--- src/rtl/assert_macros.svh ---
// assertion macros for the scanner rtl
`ifndef ASSERT_MACROS_SVH
`define ASSERT_MACROS_SVH
`ifndef SYNTHESIS
`define BAMS_ASSERT(lbl, prop, msg) \
	lbl: assert property (@(posedge clk) disable iff (!arst_n) prop) else $error(msg);
`define BAMS_ASSERT_NEVER(lbl, cond, msg) \
	lbl: assert property (@(posedge clk) disable iff (!arst_n) !(cond)) else $error(msg);
`else
`define BAMS_ASSERT(lbl, prop, msg)
`define BAMS_ASSERT_NEVER(lbl, cond, msg)
`endif
`endif

--- src/rtl/bams_pkg.sv ---
// shared types and constants of the bit aligned byte match scanner
package bams_pkg;
	localparam int BYTE_W = 8;
	localparam int SHIFTS = 8;
	localparam int CTX_W = 48;
	localparam int HIST_W = 64;
	localparam int SEEN_W = 4;
	localparam int SHIFT_W = 3;
	localparam logic [SEEN_W-1:0] FULL_COUNT = 4'd8;

	typedef struct packed {
		logic [SHIFTS-1:0] mask;
		logic [HIST_W-1:0] hist;
	} bams_entry_t;
endpackage

--- src/rtl/bams_if.sv ---
// stream and result channel interfaces
interface bams_stream_if;
	logic       valid;
	logic       ready;
	logic [7:0] data_byte;
	logic       block_start;

	modport source(output valid, data_byte, block_start, input ready);
	modport sink(input valid, data_byte, block_start, output ready);
endinterface

interface bams_result_if;
	logic        valid;
	logic        ready;
	logic [2:0]  bit_shift;
	logic [15:0] context_high;
	logic [31:0] context_low;
	logic        last;

	modport source(output valid, bit_shift, context_high, context_low, last, input ready);
	modport sink(input valid, bit_shift, context_high, context_low, last, output ready);
endinterface

--- src/rtl/bams_front.sv ---
// front end: history, target register and per-shift match classification
module bams_front import bams_pkg::*; (
	input  logic                clk,
	input  logic                arst_n,
	input  logic                cfg_we,
	input  logic [BYTE_W-1:0]   cfg_wdata,
	bams_stream_if.sink         stream,
	input  logic                q_full,
	output logic                q_push,
	output bams_entry_t         q_entry
);
	logic [BYTE_W-1:0] target_q;
	logic [HIST_W-1:0] history_q;
	logic [SEEN_W-1:0] seen_q;
	logic [HIST_W-1:0] hist_eff;
	logic [SEEN_W-1:0] seen_eff;
	logic [2*BYTE_W-1:0] pair;
	logic [SHIFTS-1:0] mask;
	logic accept;

	assign stream.ready = !q_full;
	assign accept = stream.valid && stream.ready;
	assign hist_eff = stream.block_start ? '0 : history_q;
	assign seen_eff = stream.block_start ? '0 : seen_q;
	assign pair = {hist_eff[BYTE_W-1:0], stream.data_byte};

	always_comb begin
		for (int s = 0; s < SHIFTS; s++) begin
			mask[s] = (seen_eff == FULL_COUNT) && (pair[2*BYTE_W-1-s -: BYTE_W] == target_q);
		end
	end

	assign q_push = accept && (|mask);
	assign q_entry = '{mask: mask, hist: hist_eff};

	always_ff @(posedge clk or negedge arst_n) begin
		if (!arst_n) begin
			target_q <= '0;
			history_q <= '0;
			seen_q <= '0;
		end else begin
			if (cfg_we) begin
				target_q <= cfg_wdata;
			end
			if (accept) begin
				history_q <= {hist_eff[HIST_W-BYTE_W-1:0], stream.data_byte};
				seen_q <= (seen_eff == FULL_COUNT) ? FULL_COUNT : seen_eff + 1'b1;
			end
		end
	end
endmodule

--- src/rtl/bams_queue.sv ---
// short queue of classified words between front and back
`include "assert_macros.svh"
module bams_queue import bams_pkg::*; #(
	parameter int DEPTH = 4
) (
	input  logic        clk,
	input  logic        arst_n,
	input  logic        push,
	input  bams_entry_t push_entry,
	output logic        full,
	input  logic        pop,
	output logic        nonempty,
	output bams_entry_t head
);
	localparam int PTR_W = (DEPTH > 1) ? $clog2(DEPTH) : 1;
	localparam int CNT_W = $clog2(DEPTH + 1);

	bams_entry_t       mem_q [DEPTH];
	logic [PTR_W-1:0]  wr_q;
	logic [PTR_W-1:0]  rd_q;
	logic [CNT_W-1:0]  cnt_q;

	assign full = (cnt_q == CNT_W'(DEPTH));
	assign nonempty = (cnt_q != '0);
	assign head = mem_q[rd_q];

	always_ff @(posedge clk) begin
		if (push) begin
			mem_q[wr_q] <= push_entry;
		end
	end

	always_ff @(posedge clk or negedge arst_n) begin
		if (!arst_n) begin
			wr_q <= '0;
			rd_q <= '0;
			cnt_q <= '0;
		end else begin
			if (push) begin
				wr_q <= (wr_q == PTR_W'(DEPTH - 1)) ? '0 : wr_q + 1'b1;
			end
			if (pop) begin
				rd_q <= (rd_q == PTR_W'(DEPTH - 1)) ? '0 : rd_q + 1'b1;
			end
			if (push && !pop) begin
				cnt_q <= cnt_q + 1'b1;
			end else if (pop && !push) begin
				cnt_q <= cnt_q - 1'b1;
			end
		end
	end

	`BAMS_ASSERT(a_cnt_bound, cnt_q <= CNT_W'(DEPTH), "queue count above depth")
	`BAMS_ASSERT(a_cnt_up, (push && !pop) |=> (cnt_q == $past(cnt_q) + 1'b1), "queue count lost push")
	`BAMS_ASSERT_NEVER(a_pop_empty, pop && !nonempty, "pop from empty queue")
	`BAMS_ASSERT(a_head_live, nonempty |-> (head.mask != '0), "queued word has no match")
endmodule

--- src/rtl/bams_back.sv ---
// back end: walks matching shifts of the head word and fills the output register
module bams_back import bams_pkg::*; (
	input  logic        clk,
	input  logic        arst_n,
	input  logic        q_nonempty,
	input  bams_entry_t head,
	output logic        q_pop,
	bams_result_if.source result
);
	logic [SHIFTS-1:0]  done_q;
	logic [SHIFTS-1:0]  live;
	logic [SHIFTS-1:0]  bit_sel;
	logic [SHIFTS-1:0]  rest;
	logic [SHIFT_W-1:0] sel;
	logic [HIST_W-1:0]  shifted;
	logic               emit;
	logic               out_valid_q;
	logic [SHIFT_W-1:0] shift_q;
	logic [CTX_W-1:0]   ctx_q;
	logic               last_q;

	assign live = head.mask & ~done_q;

	always_comb begin
		sel = '0;
		for (int i = SHIFTS - 1; i >= 0; i--) begin
			if (live[i]) begin
				sel = SHIFT_W'(i);
			end
		end
	end

	assign bit_sel = SHIFTS'(1) << sel;
	assign rest = live & ~bit_sel;
	assign shifted = head.hist << sel;
	assign emit = q_nonempty && (!out_valid_q || result.ready);
	assign q_pop = emit && (rest == '0);

	always_ff @(posedge clk or negedge arst_n) begin
		if (!arst_n) begin
			done_q <= '0;
			out_valid_q <= 1'b0;
		end else begin
			if (emit) begin
				done_q <= q_pop ? '0 : (done_q | bit_sel);
				out_valid_q <= 1'b1;
			end else if (result.ready) begin
				out_valid_q <= 1'b0;
			end
		end
	end

	always_ff @(posedge clk) begin
		if (emit) begin
			shift_q <= sel;
			ctx_q <= shifted[CTX_W+BYTE_W-1:BYTE_W];
			last_q <= (rest == '0);
		end
	end

	assign result.valid = out_valid_q;
	assign result.bit_shift = shift_q;
	assign result.context_high = ctx_q[CTX_W-1:32];
	assign result.context_low = ctx_q[31:0];
	assign result.last = last_q;
endmodule

--- src/rtl/bit_aligned_byte_match_scanner.sv ---
// top level of the bit aligned byte match scanner
//
// channel   dir   word
// stream    in    data_byte[7:0], block_start
// result    out   bit_shift[2:0], context_high[15:0], context_low[31:0], last
// cfg       in    cfg_we, cfg_wdata[7:0] (target byte)
//
// one byte accepted per cycle while the match queue has room
// a byte with k matches gives k results from the back end, one result per cycle while the result channel is ready
// the output register emits one result per cycle while the result channel is ready, set by the back end walker
// stream stalls only when QUEUE_DEPTH words with matches are waiting
// arst_n clears history, byte count, target byte, queue and output valid
module bit_aligned_byte_match_scanner import bams_pkg::*; #(
	parameter int QUEUE_DEPTH = 4
) (
	input  logic        clk,
	input  logic        arst_n,
	input  logic        cfg_we,
	input  logic [7:0]  cfg_wdata,
	bams_stream_if.sink stream,
	bams_result_if.source result
);
	logic        q_full;
	logic        q_push;
	logic        q_pop;
	logic        q_nonempty;
	bams_entry_t q_entry;
	bams_entry_t q_head;

	bams_front u_front (
		.clk       (clk),
		.arst_n    (arst_n),
		.cfg_we    (cfg_we),
		.cfg_wdata (cfg_wdata),
		.stream    (stream),
		.q_full    (q_full),
		.q_push    (q_push),
		.q_entry   (q_entry)
	);

	bams_queue #(.DEPTH(QUEUE_DEPTH)) u_queue (
		.clk        (clk),
		.arst_n     (arst_n),
		.push       (q_push),
		.push_entry (q_entry),
		.full       (q_full),
		.pop        (q_pop),
		.nonempty   (q_nonempty),
		.head       (q_head)
	);

	bams_back u_back (
		.clk        (clk),
		.arst_n     (arst_n),
		.q_nonempty (q_nonempty),
		.head       (q_head),
		.q_pop      (q_pop),
		.result     (result)
	);
endmodule

--- src/flat_wrapper.sv ---
// flat-port wrapper written by rule: the top's interface ports become plain ports
module bit_aligned_byte_match_scanner_flat import bams_pkg::*;
#(
	parameter int QUEUE_DEPTH = 4
)
  (clk, arst_n, cfg_we, cfg_wdata, stream_valid, stream_data_byte, stream_block_start, stream_ready, result_valid, result_bit_shift, result_context_high, result_context_low, result_last, result_ready);
  bams_stream_if stream_i ();
  bams_result_if result_i ();
  input  logic clk;
  input  logic arst_n;
  input  logic cfg_we;
  input  logic [7:0] cfg_wdata;
  input wire logic [$bits(stream_i.valid)-1:0] stream_valid;
  input wire logic [$bits(stream_i.data_byte)-1:0] stream_data_byte;
  input wire logic [$bits(stream_i.block_start)-1:0] stream_block_start;
  output wire logic [$bits(stream_i.ready)-1:0] stream_ready;
  output wire logic [$bits(result_i.valid)-1:0] result_valid;
  output wire logic [$bits(result_i.bit_shift)-1:0] result_bit_shift;
  output wire logic [$bits(result_i.context_high)-1:0] result_context_high;
  output wire logic [$bits(result_i.context_low)-1:0] result_context_low;
  output wire logic [$bits(result_i.last)-1:0] result_last;
  input wire logic [$bits(result_i.ready)-1:0] result_ready;
  assign stream_i.valid = stream_valid;
  assign stream_i.data_byte = stream_data_byte;
  assign stream_i.block_start = stream_block_start;
  assign stream_ready = stream_i.ready;
  assign result_valid = result_i.valid;
  assign result_bit_shift = result_i.bit_shift;
  assign result_context_high = result_i.context_high;
  assign result_context_low = result_i.context_low;
  assign result_last = result_i.last;
  assign result_i.ready = result_ready;
  bit_aligned_byte_match_scanner #(.QUEUE_DEPTH(QUEUE_DEPTH)) u_core (.clk(clk), .arst_n(arst_n), .cfg_we(cfg_we), .cfg_wdata(cfg_wdata), .stream(stream_i), .result(result_i));
endmodule
--- config.mk ---
export PLATFORM = sky130hd
export DESIGN_NAME = bit_aligned_byte_match_scanner_flat
export DESIGN_NICKNAME = d
export VERILOG_FILES = /design/src/rtl/bams_pkg.sv /design/src/rtl/bams_if.sv /design/src/rtl/bams_front.sv /design/src/rtl/bams_queue.sv /design/src/rtl/bams_back.sv /design/src/rtl/bit_aligned_byte_match_scanner.sv /design/src/flat_wrapper.sv
export VERILOG_INCLUDE_DIRS = /design/src /design/src/rtl
export SDC_FILE = /design/constraint.sdc
export NUM_CORES = 1
export LEC_CHECK = 0
export BUFFER_PORTS_ARGS = -buffer_cell sky130_fd_sc_hd__buf_2
export CAP_MARGIN = 20
export CORE_MARGIN = 3
export CORE_UTILIZATION = 50
export CTS_CLUSTER_SIZE = 16
export DETAILED_ROUTE_END_ITERATION = 10
export PLACE_DENSITY = 0.67
export SLEW_MARGIN = 20
export SYNTH_ARGS = -nofsm -noshare
export SYNTH_HDL_FRONTEND = slang
export SYNTH_HIERARCHICAL = 1
export SYNTH_SLANG_ARGS = --single-unit
--- constraint.sdc ---
create_clock -name clk -period 4.5 [get_ports clk]
set_input_delay 0.9 -clock clk [delete_from_list [all_inputs] [get_ports clk]]
set_output_delay 0.9 -clock clk [all_outputs]
set_load 0.05 [all_outputs]
==> impl_metrics.py, run 1 <==
metrics = {
    "outcome": {
        "run_status": "finished clean",
    },
    "floorplan": {
        "num_rows": 69,
        "dieHeight_um": 198,
        "ios": 76,
        "die_area_mm2": 0.0393,
        "chipWidth_um": 198,
        "start_util_pct": 51.4,
        "core-area_mm2": 0.0360,
    },
    "clock_tree": {
        "cts_root_buf": "clkbuf_16",
        "worstSkewPairLatency_ns": 0.55,
        "post_cts_buffers": 0,
        "cts_buffers": 40,
        "htree_levels": 2,
        "cts_tree": "built",
        "cts_sinks": 388,
        "cts_buffer_depth": 3,
        "clk_pin_slew_ns": 0.06,
        "cts_repair_resize_count": 0,
        "ctsHoldBuffers": 0,
    },
    "sta": {
        "fin_crit_sh_pct": 84.3,
        "tightest_slew_ns": 1.07,
        "fin_crit_ns": 3.79,
        "rsz0062_at_grt": "false",
        "finalHoldViolations": 0,
        "slew-limit-headroom_pct": 27.5,
        "fmax_mhz": 264,
        "fin_tns_setup_ns": 0,
        "slew_viol_final": 0,
        "setup_viol": 0,
        "finClkSkew_ns": 0.0159,
    },
    "critical_path": {
        "r2r_setup_slack_ns": 0.72,
        "r2r_end": "u_core/u_queue/cnt_q[2]",
        "path_max_fanout": 10,
        "rr_worst_depth": 14,
        "worstReg2RegStart": "u_core/u_front/seen_q[0]",
        "cp-end-kind": "flip-flop",
        "cp.required_ns": 4.97,
        "worstSetupPathType": "input port to flip-flop",
        "worstPathArrival_ns": 4.27,
        "cp-start-kind": "input port",
    },
    "global_routing": {
        "grt_pass1_vias": 11600,
        "grt_antenna_before_repair": 0,
        "grt_usage_pct": 21.3,
        "grt_max_degree": 67,
        "grt_pass1_wl_mm": 65.6,
        "grt_overflow": 0,
    },
    "yosys": {
        "yosysWarnings": 6,
        "syn_area_mm2": 0.0185,
        "synth_cells": 1308,
        "syn_avg_cell_area_um2": 14.1,
        "synth_nets": 1339,
    },
    "drt": {
        "drt-initial-drc-count": 944,
        "finalWirelength_mm": 41.7,
        "detail_route.wl_per_cell_um": 22.7,
        "routed-via-count": 11600,
        "viasPerCell": 6.30,
        "drc": 0,
        "drt_first_pass_iters": 8,
        "ant_nets": 0,
    },
    "final_layout": {
        "area_growth_pct": 10.5,
        "drive_above_1_share_pct": 25.3,
        "n_fill_cell": 2812,
        "n_antenna_cell": 0,
        "finish.instance_area_mm2": 0.0204,
        "nets": 1378,
    },
    "hold_path": {
        "hp-class": "input port to asynchronous set/reset pin",
    },
    "place": {
        "numPortBuffers": 75,
        "hpwl_mm": 26.5,
        "place_area_mm2": 0.0191,
        "routabilityCongestion": 0.876,
    },
    "pwr": {
        "irDropWorstVdd_mv": 0.294,
        "power_density_mw_per_mm2": 588,
        "p_leak_nw": 7.29,
    },
    "run": {
        "cap_violations": 0,
    },
}
-- critical path, cell delays in order --
cell and delay (ns):
buf_2 0.11, nand2b_1 0.14, ha_1 0.16, and4bb_1 0.49, o221ai_1 0.24, nor4b_1 0.37, a31oi_1 0.16, a31oi_1 0.54
ha_1 0.30, inv_1 0.07, fa_1 0.38, xor2_1 0.15, nor2_1 0.11, xor2_1 0.15
-- worst max-delay path by stage --
stage | startpoint | slack [ns] | endpoint | cells after the start
final | stream_block_start | 0.71 | u_core/u_queue/cnt_q[2] | 14
after global routing | u_core/u_front/seen_q[0] | 0.38 | u_core/u_queue/cnt_q[2] | 14
after CTS | u_core/u_front/seen_q[0] | 0.72 | u_core/u_queue/cnt_q[2] | 15
after detailed placement | stream_block_start | 0.18 | u_core/u_queue/cnt_q[2] | 15
after global placement | stream_block_start | 0.26 | u_core/u_queue/cnt_q[2] | 15
after floorplan | stream_block_start | 0.29 | u_core/u_queue/mem_q[2][10] | 14
-- per-stage QoR --
stage / setup WS (ns) / util (%) / hold slack, ns / power, mW / cells
floorplan: 0.288 / - / 0.442 / 7.87 / 1308
global placement: 0.259 / 53.1 / 0.475 / 8.73 / 1766
detailed placement: 0.180 / 53.1 / 0.476 / 8.78 / 1766
CTS: 0.717 / 56.8 / 0.486 / 12.1 / 1838
global route: 0.383 / 56.8 / 0.505 / 12.6 / 1838
finish: 0.706 / 56.8 / 0.476 / 12.0 / 1838
-- where the power goes --
group | internal [mW] | total, mW | leakage, nW | switching [mW]
sequential | 4.43 | 4.72 | 3.94 | 0.291
combinational | 1.38 | 4.01 | 2.71 | 2.63
clock | 1.94 | 3.28 | 0.645 | 1.34
-- state kept, by name, summed over array words and instances, names as in the netlist, 3 cells and up --
| name | flops |
|---|---|
| u_core/u_back/ctx_q | 48 |
| u_core/u_back/done_q | 8 |
| u_core/u_back/result.bit_shift | 3 |
| u_core/u_front/history_q | 56 |
| u_core/u_front/seen_q | 4 |
| u_core/u_front/target_q | 8 |
| u_core/u_queue/cnt_q | 3 |
| u_core/u_queue/mem_q | 252 |
-- final cells by class --
type	instances	area, um2	share of cell area (%)
Tap cell	461	577	2.82
Clock inverter	15	149	0.728
Timing Repair Buffer	106	648	3.17
Clock buffer	57	1180	5.75
Multi-Input combinational cell	793	6590	32.2
Inverter	18	68.8	0.337
Sequential cell	388	11200	55.0
-- layer usage --
| layer | routed length [um] | GRT usage, % |
|---|---|---|
| met4 | 763 | 6.03 |
| met5 | 0 | 0 |
| met2 | 20100 | 34.6 |
| met3 | 2580 | 2.74 |
| met1 | 18200 | 30.5 |
-- cells in the final DEF, fill, tap and decap left out, types with 8 or more instances in the layout --
cell type,n
nand3_1,32
o21a_1,8
o21ai_0,51
nor2b_1,55
nand2b_1,9
nand2_1,52
a21oi_1,39
buf_2,74
xnor2_1,43
o221ai_1,21
nor3_1,51
a211oi_1,10
a22oi_1,10
mux2_2,62
ha_1,8
inv_1,12
nor2_1,30
clkbuf_8,9
a221oi_1,18
edfxtp_1,304
o32a_1,9
dfrtp_1,82
a31oi_1,17
clkbuf_16,41
mux4_2,63
o21ai_1,26
buf_4,29
or3_1,14
xor2_1,9
o22ai_1,42
(Power assumes the default switching activity.)
==> inputs of run 2 (changes only) <==
- PLACE_DENSITY: 0.67 -> 0.69
- clock period: 4.5 -> 3.2 ns (I/O delays scaled with it)
==> run 2 against run 1 <==
Net effect:
- the run now ends with negative setup slack left
- routed wire length increased by 4.4%
- utilization grew 3.2 points
- register-to-register slack lost 0.81 ns
- total power up 45%
- design area increased by 5.7%
- critical endpoint is now u_core/u_queue/cnt_q[1]
- largest cell class unchanged
- highest routed layer unchanged
==> impl_metrics.py, run 2 (same netlist as run 1, synthesis figures left out) <==
metrics = {
    "outcome": {
        "run_status": "finished, violations left",
        "failed_checks": "negative setup slack",
    },
    "global_routing": {
        "grt_pass1_wl_mm": 68.4,
        "grt_pass1_vias": 12000,
        "grt_antenna_before_repair": 0,
        "grt_overflow": 0,
        "grt_max_degree": 67,
        "grt_usage_pct": 22.3,
    },
    "clock_tree": {
        "cts_buffer_depth": 3,
        "htree_levels": 2,
        "cts_buffers": 41,
        "cts_sinks": 388,
        "worstSkewPairLatency_ns": 0.54,
        "cts_root_buf": "clkbuf_16",
        "cts_tree": "built",
        "clk_pin_slew_ns": 0.06,
    },
    "drt": {
        "drt-initial-drc-count": 981,
        "met1_length_mm": 19.0,
        "drt_first_pass_iters": 8,
        "detail_route.wl_per_cell_um": 22.6,
        "routed.top_layer": "met4",
        "ant_nets": 0,
        "drc": 0,
        "wl_met3_mm": 2.77,
        "viasPerCell": 6.21,
        "routed-via-count": 12000,
        "finalWirelength_mm": 43.5,
        "wl_met2_mm": 20.7,
    },
    "critical_path": {
        "cp-end-kind": "flip-flop",
        "worstPathArrival_ns": 3.71,
        "path_max_fanout": 5,
        "cp-start-kind": "flip-flop",
        "rr_worst_depth": 13,
        "cp.required_ns": 3.62,
        "worstSetupPathType": "flip-flop to flip-flop",
    },
    "floorplan": {
        "chipWidth_um": 198,
        "num_rows": 69,
        "die_area_mm2": 0.0393,
        "core-area_mm2": 0.0360,
        "start_util_pct": 51.4,
        "dieHeight_um": 198,
        "ios": 76,
    },
    "sta": {
        "slew_viol_final": 0,
        "fin_tns_setup_ns": -0.0885,
        "finClkSkew_ns": 0.0148,
        "tightest_slew_ns": 0.985,
        "hold_slack_ns": 0.165,
        "fmax_mhz": 304,
        "timing.final.ws_setup_ns": -0.0885,
        "fin_crit_ns": 3.29,
        "fin_crit_sh_pct": 103,
        "setup_viol": 1,
        "finalHoldViolations": 0,
        "slew-limit-headroom_pct": 34.4,
        "rsz0062_at_grt": "true",
    },
    "pwr": {
        "p_leak_nw": 7.86,
        "finalPower_mw": 17.5,
        "clock_power_share_pct": 27.9,
        "comb_power_share_pct": 34.4,
        "switching_power_mw": 6.03,
        "p_seq_share_pct": 37.8,
        "swShare_pct": 34.6,
        "power_density_mw_per_mm2": 808,
        "irDropWorstVdd_mv": 0.451,
        "p_int_mw": 11.4,
    },
    "final_layout": {
        "regMostFlops": "u_core/u_queue/mem_q",
        "drive_above_1_share_pct": 30.9,
        "nets": 1466,
        "utilization_pct": 60.0,
        "n_antenna_cell": 0,
        "stdcell_count": 1926,
        "n_fill_cell": 2721,
        "layout_commonest_cell": "edfxtp_1",
        "largest_reg_flops": 252,
        "area_growth_pct": 16.8,
        "most-common-layout-cells": "edfxtp_1 (304), buf_4 (87), dfrtp_1 (82)",
        "largestRegisters": "u_core/u_queue/mem_q: 252 flops, u_core/u_front/history_q: 56 flops, u_core/u_back/ctx_q: 48 flops",
        "finish.instance_area_mm2": 0.0216,
    },
    "place": {
        "placed_cells": 1841,
        "numPortBuffers": 75,
        "routabilityCongestion": 0.902,
        "hpwl_mm": 28.4,
        "place_area_mm2": 0.0200,
        "post-place-ws_ns": -0.105,
    },
    "hold_path": {
        "hp-class": "input port to asynchronous set/reset pin",
    },
    "run": {
        "cap_violations": 0,
    },
}
## run 2: power groups by stage
stage	Clock, mW	Sequential (mW)	Combinational (mW)
final	4.86	6.60	6.00
after global placement	0	6.71	5.79
after detailed placement	0	6.73	5.86
after global routing	5.16	6.67	6.43
after CTS	4.97	6.60	5.95
after floorplan	0	7.76	3.35
## run 2: worst max-delay path, cell delays in order (launching register included)
cell and delay [ns]:
dfrtp_4 0.43, buf_8 0.13, mux4_2 0.52, nor2b_4 0.16
nor4_4 0.33, nand2_2 0.11, inv_2 0.11, o211ai_4 0.09
a211oi_4 0.30, inv_2 0.07, ha_4 0.17, inv_2 0.05
fa_2 0.41, mux2_4 0.27
## run 2: final timing paths
check	start	to	slack (ns)
setup / recovery	u_core/u_queue/rd_q[0]	u_core/u_queue/cnt_q[1]	-0.09
hold / removal	arst_n	u_core/u_front/target_q[0]	0.17
setup reg to reg	u_core/u_queue/rd_q[0]	u_core/u_queue/cnt_q[1]	-0.09
hold reg to reg	u_core/u_front/history_q[10]	u_core/u_front/history_q[10]	0.48
max in group asynchronous	arst_n	u_core/u_front/history_q[15]	2.23
min in group clk	cfg_wdata[3]	u_core/u_front/target_q[3]	0.31
## run 2: layout make-up
cell class / instances / area, um2 / area share [%]
flip-flops and latches: 388 / 11200 / 52.0
multi-input cells: 793 / 6760 / 31.3
repair buffers: 193 / 1570 / 7.27
clock buffers: 59 / 1160 / 5.39
well taps: 461 / 577 / 2.67
clock inverters: 14 / 221 / 1.03
inverters: 18 / 72.6 / 0.336
## run 2: repair_timing
item / 4_1_cts / 5_1_grt
endpoints found under the setup margin: 2 / 35
gates resized for setup: 5 / 30
setup buffers: 9 / 4
hold buffers: 0 / 0
pin swaps: 6 / 14
hold endpoints to repair: 0 / 0
## run 2: per-layer routing
layer	GRT usage (%)	up-vias
li1	-	5380
met1	32.2	6004
met2	35.8	492
met3	2.96	81
met4	6.87	0
met5	0	-
==> inputs of run 3 (changes only) <==
- CTS_BUF_LIST: not set -> sky130_fd_sc_hd__clkbuf_2
- SLEW_MARGIN: 20 -> not set
==> run 3 against run 2 <==
Net effect:
- non-clock buffer count up 25
- via count up 4.0%
- first-iteration DRC count grew 12%
- count of clock-buffer cells in the layout up 83
- total power down 9.3%
- critical path depth increased by 1
- sequential share of layout area grew 0.72 points
- cell count up 6.6%
- register-to-register slack better by 0.05 ns
- the flow still finishes with violations (negative setup slack)
- global-route usage is 0.38 points higher
- design area shrank 1.4%
- die area stayed put
==> impl_metrics.py, run 3 (same netlist as run 1, synthesis figures left out) <==
metrics = {
    "clock_tree": {
        "cts_root_buf": "clkbuf_2",
        "clk_pin_slew_ns": 0.11,
        "cts_buffer_depth": 3,
        "cts_sinks": 388,
        "cts_tree": "built",
        "worstSkewPairLatency_ns": 0.99,
        "cts_buffers": 93,
        "htree_levels": 3,
    },
    "critical_path": {
        "worstSetupPathType": "flip-flop to flip-flop",
        "cp-start-kind": "flip-flop",
        "path_max_fanout": 5,
        "rr_worst_depth": 14,
        "r2r_end": "u_core/u_queue/cnt_q[1]",
        "cp.required_ns": 4.06,
        "cp-end-kind": "flip-flop",
        "r2r_setup_slack_ns": -0.04,
        "worstReg2RegStart": "u_core/u_queue/rd_q[0]",
        "worstPathArrival_ns": 4.10,
    },
    "drt": {
        "viasPerCell": 6.06,
        "drt-initial-drc-count": 1098,
        "detail_route.wl_per_cell_um": 21.4,
        "finalWirelength_mm": 43.9,
        "ant_nets": 0,
        "routed-via-count": 12400,
        "drc": 0,
        "drt_first_pass_iters": 5,
    },
    "floorplan": {
        "ios": 76,
        "core-area_mm2": 0.0360,
        "chipWidth_um": 198,
        "die_area_mm2": 0.0393,
        "start_util_pct": 51.4,
        "dieHeight_um": 198,
        "num_rows": 69,
    },
    "sta": {
        "setup_viol": 2,
        "hold_slack_ns": 0.154,
        "rsz0062_at_grt": "true",
        "timing.final.ws_setup_ns": -0.0374,
        "finalHoldViolations": 0,
        "fin_crit_ns": 3.24,
        "fmax_mhz": 309,
        "fin_crit_sh_pct": 101,
        "slew-limit-headroom_pct": 34.9,
        "tightest_slew_ns": 0.977,
        "slew_viol_final": 0,
        "finClkSkew_ns": 0.120,
    },
    "pwr": {
        "p_int_mw": 9.70,
        "comb_power_share_pct": 38.1,
        "power_density_mw_per_mm2": 743,
        "switching_power_mw": 6.13,
        "irDropWorstVdd_mv": 0.389,
        "swShare_pct": 38.7,
        "clock_power_share_pct": 20.3,
        "p_seq_share_pct": 41.6,
        "p_leak_nw": 7.94,
        "finalPower_mw": 15.8,
    },
    "global_routing": {
        "grt_max_degree": 67,
        "grt_pass1_wl_mm": 69.7,
        "grt_overflow": 0,
        "grt_usage_pct": 22.7,
        "grt_antenna_before_repair": 1,
        "grt_pass1_vias": 12700,
    },
    "final_layout": {
        "regMostFlops": "u_core/u_queue/mem_q",
        "area_growth_pct": 15.3,
        "most-common-layout-cells": "edfxtp_1 (304), clkbuf_2 (142), buf_4 (91)",
        "utilization_pct": 59.2,
        "largest_reg_flops": 252,
        "largestRegisters": "u_core/u_queue/mem_q: 252 flops, u_core/u_front/history_q: 56 flops, u_core/u_back/ctx_q: 48 flops",
        "drive_above_1_share_pct": 34.1,
        "layout_commonest_cell": "edfxtp_1",
        "finish.instance_area_mm2": 0.0213,
        "nets": 1543,
    },
    "outcome": {
        "failed_checks": "negative setup slack",
        "run_status": "finished, violations left",
    },
    "hold_path": {
        "holdPathStages": 2,
        "holdCritStartpoint": "stream_data_byte[6]",
        "hold_end": "u_core/u_front/history_q[6]",
        "hp-class": "input port to flip-flop",
    },
    "place": {
        "post-place-ws_ns": -0.105,
        "place_area_mm2": 0.0200,
        "numPortBuffers": 75,
        "hpwl_mm": 28.4,
        "routabilityCongestion": 0.902,
    },
    "run": {
        "cap_violations": 0,
    },
}
==> run 3: how the worst max path moves through the flow <==
stage                         endpoint  slack (ns)                   start
2_1_floorplan  u_core/u_queue/cnt_q[1]       -0.17      stream_block_start
3_3_place_gp   u_core/u_queue/cnt_q[1]       -0.02  u_core/u_queue/rd_q[0]
3_5_place_dp   u_core/u_queue/cnt_q[2]       -0.11      stream_block_start
4_1_cts        u_core/u_queue/cnt_q[1]       0.003  u_core/u_queue/rd_q[0]
5_1_grt        u_core/u_queue/cnt_q[1]       -0.15  u_core/u_queue/rd_q[0]
6_report       u_core/u_queue/cnt_q[1]       -0.04  u_core/u_queue/rd_q[0]
==> run 3: timing repair <==
item | in CTS | in global routing
cloned | 0 | 0
buffers inserted | 8 | 1
setup endpoints to repair | 1 | 110
hold buffers | 28 | 0
pin swaps | 5 | 7
endpoints found under the hold margin | 66 | 0
gates resized for setup | 4 | 19
==> run 3: layout make-up <==
type	instances	area, um2
diodes	1	2.50
clock buffers	142	711
clock inverters	32	164
fillers	2811	14700
inverters	18	72.6
multi-input cells	793	6750
flip-flops and latches	388	11200
well taps	461	577
repair buffers	218	1790
==> run 3: power by group through the flow <==
stage               sequential, mW  combinational, mW  clock (mW)
global route                  6.66               6.46        3.61
finish                        6.59               6.03        3.22
floorplan                     7.76               3.35           0
detailed placement            6.73               5.86           0
CTS                           6.59               5.97        3.33
global placement              6.71               5.79           0
==> run 3: worst max-delay path, stage by stage (launching register included) <==
cell and delay (ns):
dfrtp_4 0.51, buf_6 0.14, buf_4 0.14, mux4_2 0.38, nand2b_4 0.08, a211oi_4 0.32
o211ai_4 0.11, inv_2 0.10, o211ai_4 0.09, a211oi_4 0.32, inv_2 0.07, ha_4 0.16
inv_2 0.05, fa_2 0.41, mux2_4 0.27
==> run 3: per-stage QoR <==
| step | cells | setup TNS, ns |
|---|---|---|
| after global routing | 2053 | -0.284 |
| after global placement | 1841 | -0.0370 |
| after floorplan | 1308 | -30.78 |
| after CTS | 2051 | 0 |
| after detailed placement | 1841 | -2.98 |
| final | 2053 | -0.0458 |
==> run 3: metal layers <==
layer  wire length (um)  share of wire, %  global-route usage, %  vias up
met4               1000               2.3                   8.34        0
met3               3030               6.9                   3.71       89
met1              18900                43                   31.9     6171
met5                  0                 0                      0        -
li1                   -                 -                      -     5609
met2              20900                48                   36.3      563
